### src/rtl/core/stad_pkg.sv
// ============================================================================
// stad_pkg
// Shared types, codes and constants of the table-driven stepper driver.
// ============================================================================
package stad_pkg;

    localparam int POS_W    = 12;
    localparam int VEL_W    = 16;
    localparam int TICK_W   = 16;
    localparam int PHASE_W  = 3;
    localparam int COIL_W   = 4;
    localparam int ROWS     = 5;
    localparam int ROW_W    = 32;
    localparam int CFG_IDX_W = 3;

    // Item operation codes.
    localparam logic [1:0] OP_TICK = 2'd0;
    localparam logic [1:0] OP_GOTO = 2'd1;
    localparam logic [1:0] OP_ZERO = 2'd2;

    // Configuration register indexes.
    localparam logic [CFG_IDX_W-1:0] CFG_TOTAL_STEPS = 3'd0;
    localparam logic [CFG_IDX_W-1:0] CFG_ZERO_PERIOD = 3'd1;
    localparam logic [CFG_IDX_W-1:0] CFG_ACCEL_ROW0  = 3'd2;
    localparam logic [CFG_IDX_W-1:0] CFG_ACCEL_ROW1  = 3'd3;
    localparam logic [CFG_IDX_W-1:0] CFG_ACCEL_ROW2  = 3'd4;
    localparam logic [CFG_IDX_W-1:0] CFG_ACCEL_ROW3  = 3'd5;
    localparam logic [CFG_IDX_W-1:0] CFG_ACCEL_ROW4  = 3'd6;

    // Reset values of the configuration registers.
    localparam logic [POS_W-1:0]  TOTAL_STEPS_RST = 12'd945;
    localparam logic [TICK_W-1:0] ZERO_PERIOD_RST = 16'd950;
    localparam logic [ROWS-1:0][ROW_W-1:0] ACCEL_ROWS_RST = {
        32'd19661400, 32'd9831200, 32'd6554600, 32'd3278300, 32'd1313720
    };

    localparam logic [PHASE_W-1:0] PHASE_LAST = 3'd5;
    localparam logic [TICK_W-1:0]  TICK_MAX   = 16'hFFFF;

    typedef struct packed {
        logic [POS_W-1:0]   total_steps;
        logic [TICK_W-1:0]  zero_period;
        logic [ROWS-1:0][ROW_W-1:0] rows;
    } cfg_t;

    typedef struct packed {
        logic [POS_W-1:0]   cur_pos;
        logic [POS_W-1:0]   target;
        logic [PHASE_W-1:0] phase;
        logic [VEL_W-1:0]   velocity;
        logic               direction_up;
        logic               halted;
        logic [TICK_W-1:0]  elapsed;
        logic [TICK_W-1:0]  step_delay;
        logic [COIL_W-1:0]  coil;
        logic               zeroing;
        logic [POS_W-1:0]   zero_left;
    } state_t;

    typedef struct packed {
        logic [POS_W-1:0]   pos;
        logic [PHASE_W-1:0] phase;
        logic [COIL_W-1:0]  coil;
    } motion_t;

    localparam state_t STATE_RST = '{
        cur_pos: '0, target: '0, phase: '0, velocity: '0, direction_up: 1'b0,
        halted: 1'b1, elapsed: '0, step_delay: '0, coil: '0, zeroing: 1'b0,
        zero_left: '0
    };

    // Six-phase coil drive pattern, pin 1 in bit 3.
    function automatic logic [COIL_W-1:0] coil_pattern(input logic [PHASE_W-1:0] ph);
        logic [COIL_W-1:0] c;
        case (ph)
            3'd0:    c = 4'h9;
            3'd1:    c = 4'h1;
            3'd2:    c = 4'h7;
            3'd3:    c = 4'h6;
            3'd4:    c = 4'hE;
            3'd5:    c = 4'h8;
            default: c = 4'h0;
        endcase
        return c;
    endfunction

endpackage

### src/rtl/core/stad_step.sv
// ============================================================================
// stad_step
// Next-state logic for one item: ticks, goto commands and the zeroing sweep.
// ============================================================================
module stad_step (
    input  stad_pkg::state_t    cur,
    input  stad_pkg::cfg_t      cfg,
    input  logic [1:0]          op,
    input  logic [stad_pkg::POS_W-1:0] target_pos,
    output stad_pkg::state_t    nxt
);

    function automatic stad_pkg::motion_t go_up(
        input logic [stad_pkg::POS_W-1:0]   pos,
        input logic [stad_pkg::PHASE_W-1:0] ph,
        input logic [stad_pkg::COIL_W-1:0]  coil,
        input logic [stad_pkg::POS_W-1:0]   lim
    );
        stad_pkg::motion_t m;
        m.pos   = pos;
        m.phase = ph;
        m.coil  = coil;
        if (pos < lim)
        begin
            m.pos   = pos + 1'b1;
            m.phase = (ph >= stad_pkg::PHASE_LAST) ? '0 : ph + 1'b1;
            m.coil  = stad_pkg::coil_pattern(m.phase);
        end
        return m;
    endfunction

    function automatic stad_pkg::motion_t go_down(
        input logic [stad_pkg::POS_W-1:0]   pos,
        input logic [stad_pkg::PHASE_W-1:0] ph,
        input logic [stad_pkg::COIL_W-1:0]  coil
    );
        stad_pkg::motion_t m;
        m.pos   = pos;
        m.phase = ph;
        m.coil  = coil;
        if (pos != '0)
        begin
            m.pos   = pos - 1'b1;
            m.phase = (ph == '0 || ph > stad_pkg::PHASE_LAST) ? stad_pkg::PHASE_LAST
                                                             : ph - 1'b1;
            m.coil  = stad_pkg::coil_pattern(m.phase);
        end
        return m;
    endfunction

    logic [stad_pkg::POS_W-1:0]  eff_steps;
    logic [stad_pkg::POS_W-1:0]  lim;
    logic [stad_pkg::TICK_W-1:0] el_inc;
    logic [stad_pkg::VEL_W-1:0]  max_vel;

    // Step-taking path, worked out for every item and used on a due tick.
    logic                        ts_stop;
    logic                        ts_dir;
    logic [stad_pkg::VEL_W-1:0]  ts_vel0;
    stad_pkg::motion_t           ts_move;
    logic                        ts_ahead;
    logic [stad_pkg::POS_W-1:0]  ts_dist;
    logic [stad_pkg::VEL_W-1:0]  ts_vel;
    logic [stad_pkg::TICK_W-1:0] ts_delay;

    stad_pkg::motion_t           zr_move;
    stad_pkg::motion_t           zs_move;
    logic [stad_pkg::POS_W-1:0]  zl_dec;

    always_comb
    begin
        eff_steps = (cfg.total_steps == '0) ? {{(stad_pkg::POS_W-1){1'b0}}, 1'b1}
                                            : cfg.total_steps;
        lim       = eff_steps - 1'b1;
        el_inc    = (cur.elapsed == stad_pkg::TICK_MAX) ? cur.elapsed : cur.elapsed + 1'b1;
        max_vel   = cfg.rows[stad_pkg::ROWS-1][31:16];

        ts_stop = (cur.cur_pos == cur.target) && (cur.velocity == '0);
        ts_dir  = (cur.velocity == '0) ? (cur.cur_pos < cur.target) : cur.direction_up;
        ts_vel0 = (cur.velocity == '0) ? {{(stad_pkg::VEL_W-1){1'b0}}, 1'b1} : cur.velocity;
        ts_move = ts_dir ? go_up(cur.cur_pos, cur.phase, cur.coil, lim)
                         : go_down(cur.cur_pos, cur.phase, cur.coil);
        ts_ahead = ts_dir ? (cur.target > ts_move.pos) : (ts_move.pos > cur.target);
        ts_dist  = ts_dir ? (cur.target - ts_move.pos) : (ts_move.pos - cur.target);
        if (!ts_ahead)
            ts_vel = ts_vel0 - 1'b1;
        else if ({{(stad_pkg::VEL_W-stad_pkg::POS_W){1'b0}}, ts_dist} < ts_vel0)
            ts_vel = ts_vel0 - 1'b1;
        else if (ts_vel0 < max_vel)
            ts_vel = ts_vel0 + 1'b1;
        else
            ts_vel = ts_vel0;

        // First row whose threshold covers the velocity; the last row otherwise.
        ts_delay = cfg.rows[stad_pkg::ROWS-1][15:0];
        for (int i = stad_pkg::ROWS - 1; i >= 0; i--)
        begin
            if (cfg.rows[i][31:16] >= ts_vel)
                ts_delay = cfg.rows[i][15:0];
        end

        zr_move = go_down(lim, cur.phase, cur.coil);
        zs_move = go_down(cur.cur_pos, cur.phase, cur.coil);
        zl_dec  = cur.zero_left - 1'b1;

        nxt = cur;
        case (op)
            stad_pkg::OP_TICK:
            begin
                if (cur.zeroing)
                begin
                    if (el_inc >= cfg.zero_period)
                    begin
                        nxt.elapsed   = '0;
                        nxt.zero_left = zl_dec;
                        if (zl_dec == '0)
                        begin
                            nxt.zeroing      = 1'b0;
                            nxt.cur_pos      = '0;
                            nxt.target       = '0;
                            nxt.velocity     = '0;
                            nxt.direction_up = 1'b0;
                            nxt.halted       = 1'b1;
                            nxt.coil         = '0;
                        end
                        else
                        begin
                            nxt.cur_pos = zs_move.pos;
                            nxt.phase   = zs_move.phase;
                            nxt.coil    = zs_move.coil;
                        end
                    end
                    else
                    begin
                        nxt.elapsed = el_inc;
                    end
                end
                else if (!cur.halted)
                begin
                    if (el_inc >= cur.step_delay)
                    begin
                        nxt.elapsed = '0;
                        if (ts_stop)
                        begin
                            nxt.halted       = 1'b1;
                            nxt.direction_up = 1'b0;
                            nxt.coil         = '0;
                        end
                        else
                        begin
                            nxt.direction_up = ts_dir;
                            nxt.cur_pos      = ts_move.pos;
                            nxt.phase        = ts_move.phase;
                            nxt.coil         = ts_move.coil;
                            nxt.velocity     = ts_vel;
                            nxt.step_delay   = ts_delay;
                        end
                    end
                    else
                    begin
                        nxt.elapsed = el_inc;
                    end
                end
            end
            stad_pkg::OP_GOTO:
            begin
                if (!cur.zeroing)
                begin
                    nxt.target = (target_pos > lim) ? lim : target_pos;
                    if (cur.halted)
                    begin
                        nxt.halted     = 1'b0;
                        nxt.elapsed    = '0;
                        nxt.step_delay = '0;
                    end
                end
            end
            stad_pkg::OP_ZERO:
            begin
                nxt.zeroing   = 1'b1;
                nxt.zero_left = eff_steps;
                nxt.elapsed   = '0;
                nxt.cur_pos   = zr_move.pos;
                nxt.phase     = zr_move.phase;
                nxt.coil      = zr_move.coil;
            end
            default:
            begin
                nxt = cur;
            end
        endcase
    end

endmodule

### src/rtl/core/stepper_accel_table_driver_core.sv
// ============================================================================
// stepper_accel_table_driver_core
// Six-phase stepper driver with table-driven acceleration and a zeroing sweep.
// ============================================================================
//
//   Channel   Handshake               Payload
//   -------   ---------------------   ---------------------------------
//   input     in_valid / in_stall     op, target_pos
//   result    out_valid / out_stall   coils, position, busy_res
//   config    cfg_valid / cfg_ready   cfg_index, cfg_data
//
// Every accepted item gives exactly one result item, via the input register
// and then the result register. One item is taken in every cycle while the
// result side does not stall: the input register feeds the next-state logic,
// whose outputs update the motor state and the result register at the same
// edge. A stall on the result side holds the result register and, through
// it, the input register; in_stall then rises in the same cycle. Reset
// clears the motor state to halted at position 0 and loads the default
// configuration. Configuration writes are always taken (cfg_ready is held
// high); an index beyond the register list is ignored.
//
module stepper_accel_table_driver_core (
    input  logic        clk,
    input  logic        rst_n,

    input  logic        in_valid,
    output logic        in_stall,
    input  logic [1:0]  op,
    input  logic [stad_pkg::POS_W-1:0] target_pos,

    output logic        out_valid,
    input  logic        out_stall,
    output logic [stad_pkg::COIL_W-1:0] coils,
    output logic [stad_pkg::POS_W-1:0]  position,
    output logic        busy_res,

    input  logic        cfg_valid,
    output logic        cfg_ready,
    input  logic [stad_pkg::CFG_IDX_W-1:0] cfg_index,
    input  logic [stad_pkg::ROW_W-1:0]     cfg_data
);

    stad_pkg::cfg_t   cfg_reg;
    stad_pkg::state_t state_reg;
    stad_pkg::state_t state_next;

    logic                        in_vld_reg;
    logic [1:0]                  op_reg;
    logic [stad_pkg::POS_W-1:0]  tpos_reg;

    logic                        out_vld_reg;
    logic [stad_pkg::COIL_W-1:0] coils_reg;
    logic [stad_pkg::POS_W-1:0]  position_reg;
    logic                        busy_reg;

    logic advance;
    logic in_take;

    // The working stage moves on whenever the result register is free or
    // its item is being taken.
    assign advance   = !out_vld_reg || !out_stall;
    assign in_stall  = in_vld_reg && !advance;
    assign in_take   = in_valid && !in_stall;
    assign cfg_ready = 1'b1;

    stad_step u_step (
        .cur        (state_reg),
        .cfg        (cfg_reg),
        .op         (op_reg),
        .target_pos (tpos_reg),
        .nxt        (state_next)
    );

    // Configuration registers.
    always_ff @(posedge clk or negedge rst_n)
    begin
        if (!rst_n)
        begin
            cfg_reg.total_steps <= stad_pkg::TOTAL_STEPS_RST;
            cfg_reg.zero_period <= stad_pkg::ZERO_PERIOD_RST;
            cfg_reg.rows        <= stad_pkg::ACCEL_ROWS_RST;
        end
        else if (cfg_valid && cfg_ready)
        begin
            case (cfg_index)
                stad_pkg::CFG_TOTAL_STEPS: cfg_reg.total_steps <= cfg_data[stad_pkg::POS_W-1:0];
                stad_pkg::CFG_ZERO_PERIOD: cfg_reg.zero_period <= cfg_data[stad_pkg::TICK_W-1:0];
                stad_pkg::CFG_ACCEL_ROW0:  cfg_reg.rows[0] <= cfg_data;
                stad_pkg::CFG_ACCEL_ROW1:  cfg_reg.rows[1] <= cfg_data;
                stad_pkg::CFG_ACCEL_ROW2:  cfg_reg.rows[2] <= cfg_data;
                stad_pkg::CFG_ACCEL_ROW3:  cfg_reg.rows[3] <= cfg_data;
                stad_pkg::CFG_ACCEL_ROW4:  cfg_reg.rows[4] <= cfg_data;
                default:                   cfg_reg <= cfg_reg;
            endcase
        end
    end

    // Control state: valid flags and the motor state.
    always_ff @(posedge clk or negedge rst_n)
    begin
        if (!rst_n)
        begin
            in_vld_reg  <= 1'b0;
            out_vld_reg <= 1'b0;
            state_reg   <= stad_pkg::STATE_RST;
        end
        else
        begin
            if (advance)
            begin
                out_vld_reg <= in_vld_reg;
                if (in_vld_reg)
                    state_reg <= state_next;
            end
            if (in_take)
                in_vld_reg <= 1'b1;
            else if (advance)
                in_vld_reg <= 1'b0;
        end
    end

    // Payload registers.
    always_ff @(posedge clk)
    begin
        if (in_take)
        begin
            op_reg   <= op;
            tpos_reg <= target_pos;
        end
        if (advance && in_vld_reg)
        begin
            coils_reg    <= state_next.coil;
            position_reg <= state_next.cur_pos;
            busy_reg     <= state_next.zeroing || !state_next.halted;
        end
    end

    assign out_valid = out_vld_reg;
    assign coils     = coils_reg;
    assign position  = position_reg;
    assign busy_res  = busy_reg;

endmodule

### config.mk
export PLATFORM = sky130hd
export DESIGN_NAME = stepper_accel_table_driver_core
export DESIGN_NICKNAME = d
export VERILOG_FILES = /design/src/rtl/core/stad_pkg.sv /design/src/rtl/core/stad_step.sv /design/src/rtl/core/stepper_accel_table_driver_core.sv
export SDC_FILE = /design/constraint.sdc
export NUM_CORES = 1
export LEC_CHECK = 0
export BUFFER_PORTS_ARGS = -buffer_cell sky130_fd_sc_hd__buf_2
export CORE_MARGIN = 4
export CORE_UTILIZATION = 42
export DETAILED_ROUTE_END_ITERATION = 12
export PLACE_DENSITY_LB_ADDON = 0.12
export SLEW_MARGIN = 20
export SYNTH_ARGS = -nofsm -noshare
export SYNTH_HDL_FRONTEND = slang
export SYNTH_HIERARCHICAL = 1
export SYNTH_SLANG_ARGS = --single-unit
### constraint.sdc
create_clock -name clk -period 12.45 [get_ports clk]
set_input_delay 0.6225 -clock clk [delete_from_list [all_inputs] [get_ports clk]]
set_output_delay 0.6225 -clock clk [all_outputs]
set_load 0.03 [all_outputs]
==> metrics <==
status=finished, final reports clean; period utilization=0.916; number of diodes=0; Fin. Hold Viols=0; Final Util=0.471; WP data arrival=11.85 ns; Ys Warns=6; critical path's most frequent cell=ha_1; RSZ-0062 raised after global routing=no; Distinct cells, synth=86; CTS sink count=315; CP Capture Point=state_reg[27]; maxcap violations=0; die width=238 um; Worst-Margin Slew=1.26 ns; worst-path fanout max=16; syn_nets=2509; CP Capture Type=register; crit path launch=cfg_reg[180]; reg2reg path depth=43; asr flop ratio synth=0.902; detail-routed net length per standard cell=21.2 um; max FFs per register=188; GR Overflow Total=0; Final #Nets=2524; CTS tree=done; die height=238 um; DPL Wire Length=44900 um; crit start category=register; post-route ant nets=0; hold buffers post-CTS=0; met2 WL=29400 um; via count=17500; share of the yosys chip area belonging to registers=0.366; setup total negative slack=0 ns; Mean Syn Cell Area=9.81 sq um; GP Congestion=0.905; die footprint=56500 sq um; Clock Path Buffers=3; largest net degree at the start of global routing=177; reg2reg start=cfg_reg[180]; commonest non-fill, non-tap cell in the layout=mux2_2; slowest cell on the critical path=o31ai_1; worst path required time=12.90 ns; CP top delay family=compound AO/OA/AOI/OAI gates; Synth Register Bits=315; Initial Util=0.428; Area after DPL=23100 sq um; Via density=5.85; Clock Skew=0.0387 ns; M1 WL=28700 um; io pins=74; Core Rows=83; antenna violations before repair=0; CTS resizes=0; layout cell share with drive strength beyond 1=0.215; Root Driver=clkbuf_16; global-route wire length before repair=99000 um; met3 routed WL=3360 um; core area=51800 sq um; Routed WL=63300 um; Top Layer Used=met4; Reg clk slew, reported paths=0.06 ns; Area growth syn-to-layout=10.2%; Slew Viols, Final=0; register-to-register setup slack=1.05 ns; Synth Flop Type=dfrtp_1; post-route DRC violation count=0; number of global-route vias before repair=17100; Gate Count Post-Synth=2260; postcts setup bufs=0; Levels on crit path=43; number of port buffers=72; critical path type=register to register; Rel. slew slack=0.152; Crit Reg-Reg Endpoint=state_reg[27]; Post-synth EDFFs=31; Buf/Inv on CP=2; FILL cells=4822; mapped cell area=22200 sq um; drt first-iter violations=1436; Pre-antenna DRT Iters=6; final number of setup-violating endpoints=0; delay of the slowest critical-path stage=0.77 ns; cts bufs inserted=39; Max Fclk=87.7 MHz; Finished Cell Area=24400 sq um; Worst-Skew Late Latency=0.58 ns; most frequent cells in the layout=245 x mux2_2, 227 x dfrtp_1, 193 x ha_1; H-tree Lvls=2; GRT Overall Usage=0.219; Period minus WS final=11.40 ns; Worst Hold Class=input pin to async pin
-- layout make-up --
class / instances / area, sq um / share of cell area
clock buffer: 60 / 1170 / 0.0481
clock inverter: 12 / 178 / 0.00727
inverter: 125 / 469 / 0.0192
multi-input combinational: 1692 / 13000 / 0.534
sequential: 315 / 8110 / 0.332
tap: 680 / 851 / 0.0348
timing repair buffer: 102 / 608 / 0.0249
-- worst reg2reg max path, delay by kind of cell, from the launching register on --
kind | cells | cell delay, ns
AO/OA/AOI/OAI | 21 | 5.01
AND/OR/NAND/NOR | 10 | 2.43
adder cells (fa/ha/maj) | 5 | 1.62
XOR/XNOR | 3 | 0.80
flip-flops | 1 | 0.58
multiplexers | 2 | 0.47
buffers and inverters | 2 | 0.37
-- cells in the mapped netlist, types with 46 or more instances --
master    number  share of area
ha_1         193           0.11
mux2_2       245           0.12
o21ai_0      137          0.031
clkbuf_1      80          0.014
a21o_1        46          0.016
mux2i_1       58          0.026
a21oi_1      132          0.030
nand2_1      158          0.027
dfrtp_1      227           0.26
inv_1        125          0.021
dfstp_2       57          0.068
nor2_1       117          0.020
nor3_1        57          0.013
-- through the flow --
stage	setup slack, ns	hold WS, ns	std cells
finish	1.05	0.0755	2986
global route	0.120	0.178	2986
CTS	1.17	0.130	2986
detailed placement	1.21	0.475	2914
global placement	1.52	0.457	2914
floorplan	2.47	0.327	2260
-- how the worst min path moves through the flow --
stage | startpoint | slack (ns) | depth (start not counted) | end
after global routing | rst_n | 0.18 | 1 | cfg_reg[97]
after CTS | rst_n | 0.13 | 1 | cfg_reg[97]
after detailed placement | cfg_reg[174] | 0.48 | 1 | cfg_reg[174]
after floorplan | rst_n | 0.33 | 0 | cfg_reg[0]
after global placement | in_vld_reg | 0.46 | 1 | out_valid
final | rst_n | 0.08 | 1 | cfg_reg[98]
-- layer usage --
metal	GRT usage	up-vias
met5	0	-
met4	0.0653	0
met3	0.0281	113
met2	0.358	494
met1	0.307	8584
li1	-	8275
-- logic make-up (layout without fill, tap and decap cells) --
family / after synthesis / in the layout / share of synthesized area
DFF: 315 / 315 / 0.366
adders and majority gates: 196 / 196 / 0.111
muxes: 346 / 346 / 0.172
xor gates and xnor gates: 62 / 62 / 0.0245
buffers and inverters: 253 / 299 / 0.0486
AOI/OAI and AO/OA: 521 / 521 / 0.149
other: 1 / 1 / 0.000169
and+or+nand+nor: 566 / 566 / 0.128
Power is left out: the tool's default activity adds up to more than one toggle a clock period on the data nets, which glitch-free logic cannot reach.
